### src/hw/rtl/sscm_pkg.sv
`default_nettype none
package sscm_pkg;

  localparam logic [15:0] TPS_RESET = 16'd1200;
  localparam logic [6:0]  SEC_LIMIT = 7'd60;
  localparam logic [6:0]  HR_LIMIT  = 7'd24;

  typedef enum logic [1:0] {
    EDIT_OFF = 2'd0,
    EDIT_SEC = 2'd1,
    EDIT_MIN = 2'd2,
    EDIT_HR  = 2'd3
  } edit_t;

  localparam logic [2:0] KEY_ENTER = 3'd0;
  localparam logic [2:0] KEY_ESC   = 3'd1;
  localparam logic [2:0] KEY_RIGHT = 3'd2;
  localparam logic [2:0] KEY_UP    = 3'd3;
  localparam logic [2:0] KEY_DOWN  = 3'd4;
  localparam logic [2:0] KEY_LEFT  = 3'd5;

  localparam logic [2:0] LAST_DIGIT = 3'd5;

  localparam logic [1:0] REG_TPS = 2'd0;

  // packed so that the last field, digit_select, lands in the lowest bits
  typedef struct packed {
    edit_t      edit_field;
    logic [5:0] seconds_now;
    logic [5:0] minutes_now;
    logic [4:0] hours_now;
    logic       display_blank;
    logic [6:0] segment_pattern;
    logic [5:0] digit_select;
  } sscm_res_t;

  typedef struct packed {
    logic [3:0] tens;
    logic [3:0] units;
  } digits_t;

  function automatic logic [6:0] seg_code(input logic [3:0] v);
    logic [6:0] s;
    case (v)
      4'd0:    s = 7'h3F;
      4'd1:    s = 7'h06;
      4'd2:    s = 7'h5B;
      4'd3:    s = 7'h4F;
      4'd4:    s = 7'h66;
      4'd5:    s = 7'h6D;
      4'd6:    s = 7'h7D;
      4'd7:    s = 7'h07;
      4'd8:    s = 7'h7F;
      4'd9:    s = 7'h6F;
      default: s = 7'h3F;
    endcase
    return s;
  endfunction

  function automatic digits_t split_dec(input logic [5:0] v);
    digits_t d;
    if (v >= 6'd60)      d.tens = 4'd6;
    else if (v >= 6'd50) d.tens = 4'd5;
    else if (v >= 6'd40) d.tens = 4'd4;
    else if (v >= 6'd30) d.tens = 4'd3;
    else if (v >= 6'd20) d.tens = 4'd2;
    else if (v >= 6'd10) d.tens = 4'd1;
    else                 d.tens = 4'd0;
    d.units = 4'(v - (6'(d.tens) * 6'd10));
    return d;
  endfunction

  function automatic logic [5:0] wrap_up(input logic [5:0] v, input logic [6:0] limit);
    logic [6:0] n;
    n = {1'b0, v} + 7'd1;
    return (n >= limit) ? 6'd0 : n[5:0];
  endfunction

  function automatic logic [5:0] wrap_down(input logic [5:0] v, input logic [6:0] limit);
    logic [6:0] m;
    m = limit - 7'd1;
    return (v == 6'd0) ? m[5:0] : v - 6'd1;
  endfunction

endpackage
`default_nettype wire

### src/hw/rtl/sscm_regs.sv
`default_nettype none
module sscm_regs
  import sscm_pkg::*;
(
  input  wire logic        clk,
  input  wire logic        rst_n,
  input  wire logic        psel,
  input  wire logic        penable,
  input  wire logic        pwrite,
  input  wire logic [2:0]  paddr,
  input  wire logic [31:0] pwdata,
  output logic      [31:0] prdata,
  output logic      [15:0] tps
);

  logic [15:0] tps_r;
  logic [1:0]  reg_idx;
  logic        wr_en;

  assign reg_idx = {1'b0, paddr[2]};
  assign wr_en   = psel && penable && pwrite;

  always_ff @(posedge clk) begin
    if (!rst_n) begin
      tps_r <= TPS_RESET;
    end else if (wr_en && reg_idx == REG_TPS) begin
      tps_r <= pwdata[15:0];
    end
  end

  always_comb begin
    case (reg_idx)
      REG_TPS: prdata = {16'd0, tps_r};
      default: prdata = 32'd0;
    endcase
  end

  assign tps = tps_r;

endmodule
`default_nettype wire

### src/hw/rtl/sscm_core.sv
`default_nettype none
module sscm_core
  import sscm_pkg::*;
(
  input  wire logic        clk,
  input  wire logic        rst_n,
  input  wire logic        step,
  input  wire logic        key,
  input  wire logic [15:0] tps,
  output sscm_res_t        res
);

  logic [15:0] tick_r, tick_nxt, tick_inc;
  logic [4:0]  hr_r, hr_nxt, shr_r, shr_nxt;
  logic [5:0]  min_r, min_nxt, smin_r, smin_nxt;
  logic [5:0]  sec_r, sec_nxt, ssec_r, ssec_nxt;
  edit_t       edit_r, edit_nxt;
  logic [2:0]  digit_r, digit_nxt;
  logic [5:0]  held_r, held_nxt;
  logic [5:0]  field_val;
  digits_t     dec;
  logic [3:0]  shown;
  logic        in_field;
  logic        rising;
  logic [5:0]  hr_up, hr_dn;

  always_comb begin
    digit_nxt = (digit_r >= LAST_DIGIT) ? 3'd0 : digit_r + 3'd1;

    case (digit_nxt[2:1])
      2'd0:    field_val = sec_r;
      2'd1:    field_val = min_r;
      default: field_val = {1'b0, hr_r};
    endcase
    dec   = split_dec(field_val);
    shown = digit_nxt[0] ? dec.tens : dec.units;

    case (edit_r)
      EDIT_SEC: in_field = (digit_nxt[2:1] == 2'd0);
      EDIT_MIN: in_field = (digit_nxt[2:1] == 2'd1);
      EDIT_HR:  in_field = digit_nxt[2];
      default:  in_field = 1'b0;
    endcase

    res.digit_select    = 6'd1 << digit_nxt;
    res.segment_pattern = seg_code(shown);
    res.display_blank   = (edit_r != EDIT_OFF) && (tick_r >= {1'b0, tps[15:1]}) && in_field;

    hr_up = wrap_up({1'b0, hr_r}, HR_LIMIT);
    hr_dn = wrap_down({1'b0, hr_r}, HR_LIMIT);

    hr_nxt   = hr_r;
    min_nxt  = min_r;
    sec_nxt  = sec_r;
    shr_nxt  = shr_r;
    smin_nxt = smin_r;
    ssec_nxt = ssec_r;
    edit_nxt = edit_r;
    held_nxt = held_r;
    held_nxt[digit_nxt] = key;
    rising   = key && !held_r[digit_nxt];

    if (rising) begin
      case (digit_nxt)
        KEY_LEFT: begin
          case (edit_r)
            EDIT_SEC: edit_nxt = EDIT_MIN;
            EDIT_MIN: edit_nxt = EDIT_HR;
            EDIT_HR:  edit_nxt = EDIT_SEC;
            default:  edit_nxt = EDIT_OFF;
          endcase
        end
        KEY_RIGHT: begin
          case (edit_r)
            EDIT_SEC: edit_nxt = EDIT_HR;
            EDIT_MIN: edit_nxt = EDIT_SEC;
            EDIT_HR:  edit_nxt = EDIT_MIN;
            default:  edit_nxt = EDIT_OFF;
          endcase
        end
        KEY_UP: begin
          case (edit_r)
            EDIT_SEC: sec_nxt = wrap_up(sec_r, SEC_LIMIT);
            EDIT_MIN: min_nxt = wrap_up(min_r, SEC_LIMIT);
            EDIT_HR:  hr_nxt  = hr_up[4:0];
            default:  ;
          endcase
        end
        KEY_DOWN: begin
          case (edit_r)
            EDIT_SEC: sec_nxt = wrap_down(sec_r, SEC_LIMIT);
            EDIT_MIN: min_nxt = wrap_down(min_r, SEC_LIMIT);
            EDIT_HR:  hr_nxt  = hr_dn[4:0];
            default:  ;
          endcase
        end
        KEY_ESC: begin
          if (edit_r != EDIT_OFF) begin
            edit_nxt = EDIT_OFF;
            hr_nxt   = shr_r;
            min_nxt  = smin_r;
            sec_nxt  = ssec_r;
          end
        end
        KEY_ENTER: begin
          if (edit_r == EDIT_OFF) begin
            edit_nxt = EDIT_SEC;
            shr_nxt  = hr_r;
            smin_nxt = min_r;
            ssec_nxt = sec_r;
          end else begin
            edit_nxt = EDIT_OFF;
          end
        end
        default: ;
      endcase
    end

    tick_inc = tick_r + 16'd1;
    tick_nxt = tick_inc;
    if (tick_inc >= tps) begin
      tick_nxt = 16'd0;
      if (edit_nxt == EDIT_OFF) begin
        sec_nxt = wrap_up(sec_nxt, SEC_LIMIT);
        if (sec_nxt == 6'd0) begin
          min_nxt = wrap_up(min_nxt, SEC_LIMIT);
          if (min_nxt == 6'd0) begin
            hr_nxt = 5'(wrap_up({1'b0, hr_nxt}, HR_LIMIT));
          end
        end
      end
    end

    res.hours_now   = hr_nxt;
    res.minutes_now = min_nxt;
    res.seconds_now = sec_nxt;
    res.edit_field  = edit_nxt;
  end

  always_ff @(posedge clk) begin
    if (!rst_n) begin
      tick_r  <= '0;
      hr_r    <= '0;
      min_r   <= '0;
      sec_r   <= '0;
      shr_r   <= '0;
      smin_r  <= '0;
      ssec_r  <= '0;
      edit_r  <= EDIT_OFF;
      digit_r <= '0;
      held_r  <= '0;
    end else if (step) begin
      tick_r  <= tick_nxt;
      hr_r    <= hr_nxt;
      min_r   <= min_nxt;
      sec_r   <= sec_nxt;
      shr_r   <= shr_nxt;
      smin_r  <= smin_nxt;
      ssec_r  <= ssec_nxt;
      edit_r  <= edit_nxt;
      digit_r <= digit_nxt;
      held_r  <= held_nxt;
    end
  end

endmodule
`default_nettype wire

### src/hw/rtl/settable_clock_seven_segment_mux.sv
// An accepted transaction moves from the input register to the output register and out_*
// once the output is free. Throughput: one transaction per cycle while out_tready is high;
// the input register refills while a result in the output register waits for out_tready.
// Reset: synchronous, active low; clears time, edit mode, keys and tick count,
// and sets ticks_per_second to 1200.
`default_nettype none
module settable_clock_seven_segment_mux
  import sscm_pkg::*;
(
  input  wire logic        clk,
  input  wire logic        rst_n,
  input  wire logic        in_tvalid,
  output logic             in_tready,
  input  wire logic [7:0]  in_tdata,    // [0] key_sensed
  output logic             out_tvalid,
  input  wire logic        out_tready,
  output logic      [39:0] out_tdata,   // [5:0] digit_select, [12:6] segment_pattern,
                                        // [13] display_blank, [18:14] hours_now,
                                        // [24:19] minutes_now, [30:25] seconds_now,
                                        // [32:31] edit_field
  input  wire logic        cfg_psel,
  input  wire logic        cfg_penable,
  input  wire logic        cfg_pwrite,
  input  wire logic [2:0]  cfg_paddr,
  input  wire logic [31:0] cfg_pwdata,
  output logic      [31:0] cfg_prdata,
  output logic             cfg_pready
);

  logic        in_vld_r;
  logic        key_r;
  logic        out_vld_r;
  sscm_res_t   res;
  sscm_res_t   res_r;
  logic        adv;
  logic [15:0] tps;

  assign adv       = in_vld_r && (!out_vld_r || out_tready);
  assign in_tready = !in_vld_r || adv;

  always_ff @(posedge clk) begin
    if (!rst_n) begin
      in_vld_r  <= 1'b0;
      out_vld_r <= 1'b0;
    end else begin
      if (in_tready) begin
        in_vld_r <= in_tvalid;
      end
      if (adv) begin
        out_vld_r <= 1'b1;
      end else if (out_tready) begin
        out_vld_r <= 1'b0;
      end
    end
  end

  always_ff @(posedge clk) begin
    if (in_tready && in_tvalid) begin
      key_r <= in_tdata[0];
    end
    if (adv) begin
      res_r <= res;
    end
  end

  sscm_regs u_regs (
    .clk     (clk),
    .rst_n   (rst_n),
    .psel    (cfg_psel),
    .penable (cfg_penable),
    .pwrite  (cfg_pwrite),
    .paddr   (cfg_paddr),
    .pwdata  (cfg_pwdata),
    .prdata  (cfg_prdata),
    .tps     (tps)
  );

  sscm_core u_core (
    .clk   (clk),
    .rst_n (rst_n),
    .step  (adv),
    .key   (key_r),
    .tps   (tps),
    .res   (res)
  );

  assign cfg_pready = 1'b1;
  assign out_tvalid = out_vld_r;
  assign out_tdata  = {7'd0, res_r};

endmodule
`default_nettype wire

### config.mk
export PLATFORM = sky130hd
export DESIGN_NAME = settable_clock_seven_segment_mux
export DESIGN_NICKNAME = d
export VERILOG_FILES = /design/src/hw/rtl/sscm_pkg.sv /design/src/hw/rtl/sscm_regs.sv /design/src/hw/rtl/sscm_core.sv /design/src/hw/rtl/settable_clock_seven_segment_mux.sv
export SDC_FILE = /design/constraint.sdc
export NUM_CORES = 1
export LEC_CHECK = 0
export BUFFER_PORTS_ARGS = -buffer_cell sky130_fd_sc_hd__buf_2
export CAP_MARGIN = 20
export CORE_MARGIN = 5
export CORE_UTILIZATION = 39
export CTS_CLUSTER_DIAMETER = 200
export DETAILED_ROUTE_END_ITERATION = 6
export HOLD_SLACK_MARGIN = 0.12
export PLACE_DENSITY_LB_ADDON = 0.12
export SYNTH_ARGS = -nofsm -noshare
export SYNTH_HDL_FRONTEND = slang
export SYNTH_SLANG_ARGS = --single-unit
### constraint.sdc
create_clock -name clk -period 6 [get_ports clk]
set_input_delay 0.3 -clock clk [delete_from_list [all_inputs] [get_ports clk]]
set_output_delay 0.3 -clock clk [all_outputs]
set_load 0.005 [all_outputs]
==> results_dict.tcl <==
set metrics [dict create \
    synth-compound-area-share_pct 26.5 \
    synth_top_area_share_pct 17.8 \
    synth_commonest_cells "nand2_1 (118), nor2_1 (84), dfxtp_1 (79)" \
    synth_top_cell_by_area "dfxtp_1" \
    pwr-share-seq_pct 36.9 \
    drc_errors 0 \
    drtIter0Drc 472 \
    synth_mux_area_share_pct 3.42 \
    cts-buffers-inserted 17 \
    cts.sinks 113 \
    crit_chain "inv_1 -> ha_1 -> o211a_1 -> a2111oi_0 -> o31ai_1 -> or4_1 -> nor2_2 -> nor2_1 -> a21oi_1 -> inv_1 -> ha_1 -> o21ai_0 -> a21oi_1 -> a2111o_1 -> o41ai_4 -> and2_1 -> a41oi_1 -> or2_1" \
    power_density_nw_per_um2 231 \
    grt_usage_pct 19.2 \
    nNetsFinal 1269 \
    avgSynthCellArea_um2 8.08 \
    yosysUniqueCellTypes 92 \
    n_antenna_cell 0 \
    grt_pass1_wl_um 40900 \
    antenna_found_initial 0 \
    p_leak_uw 0.00430 \
    startpoint_type "register" \
    final_core_util_pct 45.2 \
    drt-pass1-iter-count 7 \
    worst_slew_pin_slew_ns 0.801 \
    clkTransAtPathRegs_ns 0.06 \
    hold_end "u_regs.tps[8]" \
    swShare_pct 30.0 \
    tritoncts "built" \
    comb_power_share_pct 19.1 \
    irDropWorstVdd_v 0.000171 \
    cts-root-buf "clkbuf_16" \
    ff2ff_setup_slack_ns 0.66 \
    cp.arrival_ns 5.50 \
    place.gp.congestion 0.900 \
    worstHoldPathType "primary input to register" \
    end_kind "register" \
    synthSimpleGateAreaFrac_pct 22.3 \
    grt_pass1_vias 7751 \
    wl_per_cell_um 17.2 \
    slowest_stage "a2111o_1" \
    worstPathRequired_ns 6.17 \
    seq_area_frac_synth_pct 29.4 \
    drtAntennaViolNets 0 \
    min_period_ns 5.34 \
    core_area_um2 22500 \
    fillers 2297 \
    vias 8131 \
    rr_endpoint "out_tdata[18]" \
    synth-seq-cells 113 \
    syn2layout_area_growth_pct 14.8 \
    dp_hpwl_um 17600 \
    hold_viol 0 \
    synth-main-ff-cell "dfxtp_1" \
    cpPeakStageDelay_ns 0.53 \
    synth.most_common_cell "nand2_1" \
    cap_violations 0 \
    fin_crit_sh_pct 88.9 \
    total_power_uw 2350 \
    finalSetupViolCount 0 \
    synth_edf_count 34 \
    overflow 0 \
    r2r_cells 18 \
    die_h_um 161 \
    initial_core_util_pct 39.4 \
    r2r-start "u_core.digit_r[1]" \
    skew_ns 0.00820 \
    die_x_um 161 \
    hp-start "cfg_pwdata[8]" \
    crit_type "register to register" \
    clockPowerShare_pct 44.0 \
    setup_tns_ns 0 \
    yosys_warnings 0 \
    rows 55 \
    grt_max_degree 58 \
    cp_top_family "compound AO/OA/AOI/OAI gates" \
    slew_viol_final 0 \
    synthXorXnorAreaFrac_pct 2.08 \
    synthArstFlopShare_pct 0 \
    crit_fanout 11 \
    netSwitchingPower_uw 704 \
    drive_gt1_share_pct 14.4 \
    io_buffers 75 \
    rsz0062_at_grt "false" \
    netlist_area_um2 8860 \
    synthAdderAreaFrac_pct 8.39 \
    cts_buffer_depth 2 \
    internal_power_uw 1640 \
    die_area_um2 25800 \
    cts.htree.levels 4 \
    relSlewSlack_pct 45.2 \
    crit_buf_inv 2 \
    hold_depth 3 \
    ioPinCount 125 \
    status "completed" \
    clkLatencyLatePin_ns 0.42 \
    fmax_mhz 187 \
    synth_top_family_by_area "compound AO/OA/AOI/OAI gates" \
    synthCells 1097 \
    synth_area_leaders "dfxtp_1 (18%), edfxtp_1 (12%), ha_1 (8.0%), nand2_1 (5.0%), o21ai_0 (3.9%)" \
    via_per_inst 5.57 \
    wl_um 25000 \
]
==> stage by stage <==
stage | cells | hold WS, ns | worst slack, ns | instance area, um2
6_report | 1459 | 0.134 | 0.663 | 10200
5_1_grt | 1459 | 0.152 | 0.236 | 10200
4_1_cts | 1459 | 0.121 | 0.680 | 10200
3_5_place_dp | 1411 | 0.457 | 0.746 | 9410
3_3_place_gp | 1411 | 0.452 | 0.782 | 9410
2_1_floorplan | 1119 | 0.399 | 0.961 | 8940
==> final cells by class <==
cell class	count	area, um2	share of cell area [%]
clock buffer	26	563	5.54
inverter	55	206	2.03
clock inverter	6	37.5	0.369
multi-input combinational	854	5650	55.6
sequential	113	2600	25.6
tap	285	357	3.51
timing repair buffer	120	753	7.41
==> worst min-delay path, cell delays in order <==
cell,delay [ns]
buf_2,0.10
nand2_1,0.04
a21boi_0,0.06
==> power by group through the flow <==
stage                     Combinational (uW)  Sequential, uW  Clock (uW)
after floorplan                          333             858           0
after global placement                   435             882           0
after detailed placement                 437             882           0
after CTS                                447             866        1060
after global routing                     499             872        1080
final                                    448             867        1030
==> worst max path at each step <==
stage,end,cells after the start,startpoint,slack (ns)
global placement,out_tdata[18],18,u_core.digit_r[1],0.78
finish,out_tdata[18],18,u_core.digit_r[1],0.66
detailed placement,out_tdata[18],18,u_core.digit_r[1],0.75
floorplan,u_core.min_r[0],23,u_core.digit_r[0],0.96
CTS,out_tdata[18],18,u_core.digit_r[1],0.68
global route,out_tdata[18],18,u_core.digit_r[1],0.24
==> state kept, by name, indices dropped and copies added (netlist names) <==
signal / cells
out_tdata: 33
u_core.tick_r: 16
u_regs.tps: 16
u_core.held_r: 6
u_core.min_r: 6
u_core.sec_r: 6
u_core.smin_r: 6
u_core.ssec_r: 6
u_core.hr_r: 5
u_core.shr_r: 5
u_core.digit_r: 3
u_core.edit_r: 2
in_vld_r: 1
key_r: 1
out_tvalid: 1
==> routing by layer <==
layer	part of all wire, %	GRT usage [%]
met1	49	26.4
met2	46	31.1
met3	3.9	3.03
met4	1.3	5.97
met5	0	0
==> cell families after synthesis <==
group	count (synthesis)
and+or+nand+nor	387
AOI/OAI and AO/OA	334
buffers and inverters	152
DFF	113
adders and majority gates	59
muxes	29
xor gates and xnor gates	21
other	2
==> cell usage in the layout, fill, tap and decap left out, drive strengths merged, types with 5 or more instances in the layout <==
cell / instances
o21ai: 72
o221ai: 6
a22oi: 9
nor2b: 35
clkbuf: 26
nand4: 13
and3: 20
nand3: 22
dlygate4sd3: 16
nor3: 21
a221o: 5
xnor2: 9
and2: 18
o22ai: 5
a211oi: 10
ha: 57
a21boi: 33
inv: 56
nand2b: 8
a32oi: 5
nor3b: 7
nand3b: 14
o31ai: 9
nand2: 118
conb: 24
o21a: 6
o211ai: 11
a21oi: 63
nor2: 85
mux2i: 25
a21o: 21
buf: 104
a31oi: 21
or2: 5
xor2: 12
o211a: 6
dfxtp: 79
o21ba: 7
edfxtp: 34
==> timing repair <==
item | in CTS | in global routing
resized for setup | 0 | 0
hold endpoints to repair | 16 | 0
buffers inserted | 0 | 0
hold buffers | 16 | 0
No activity file was read; power rests on OpenSTA's default activity.
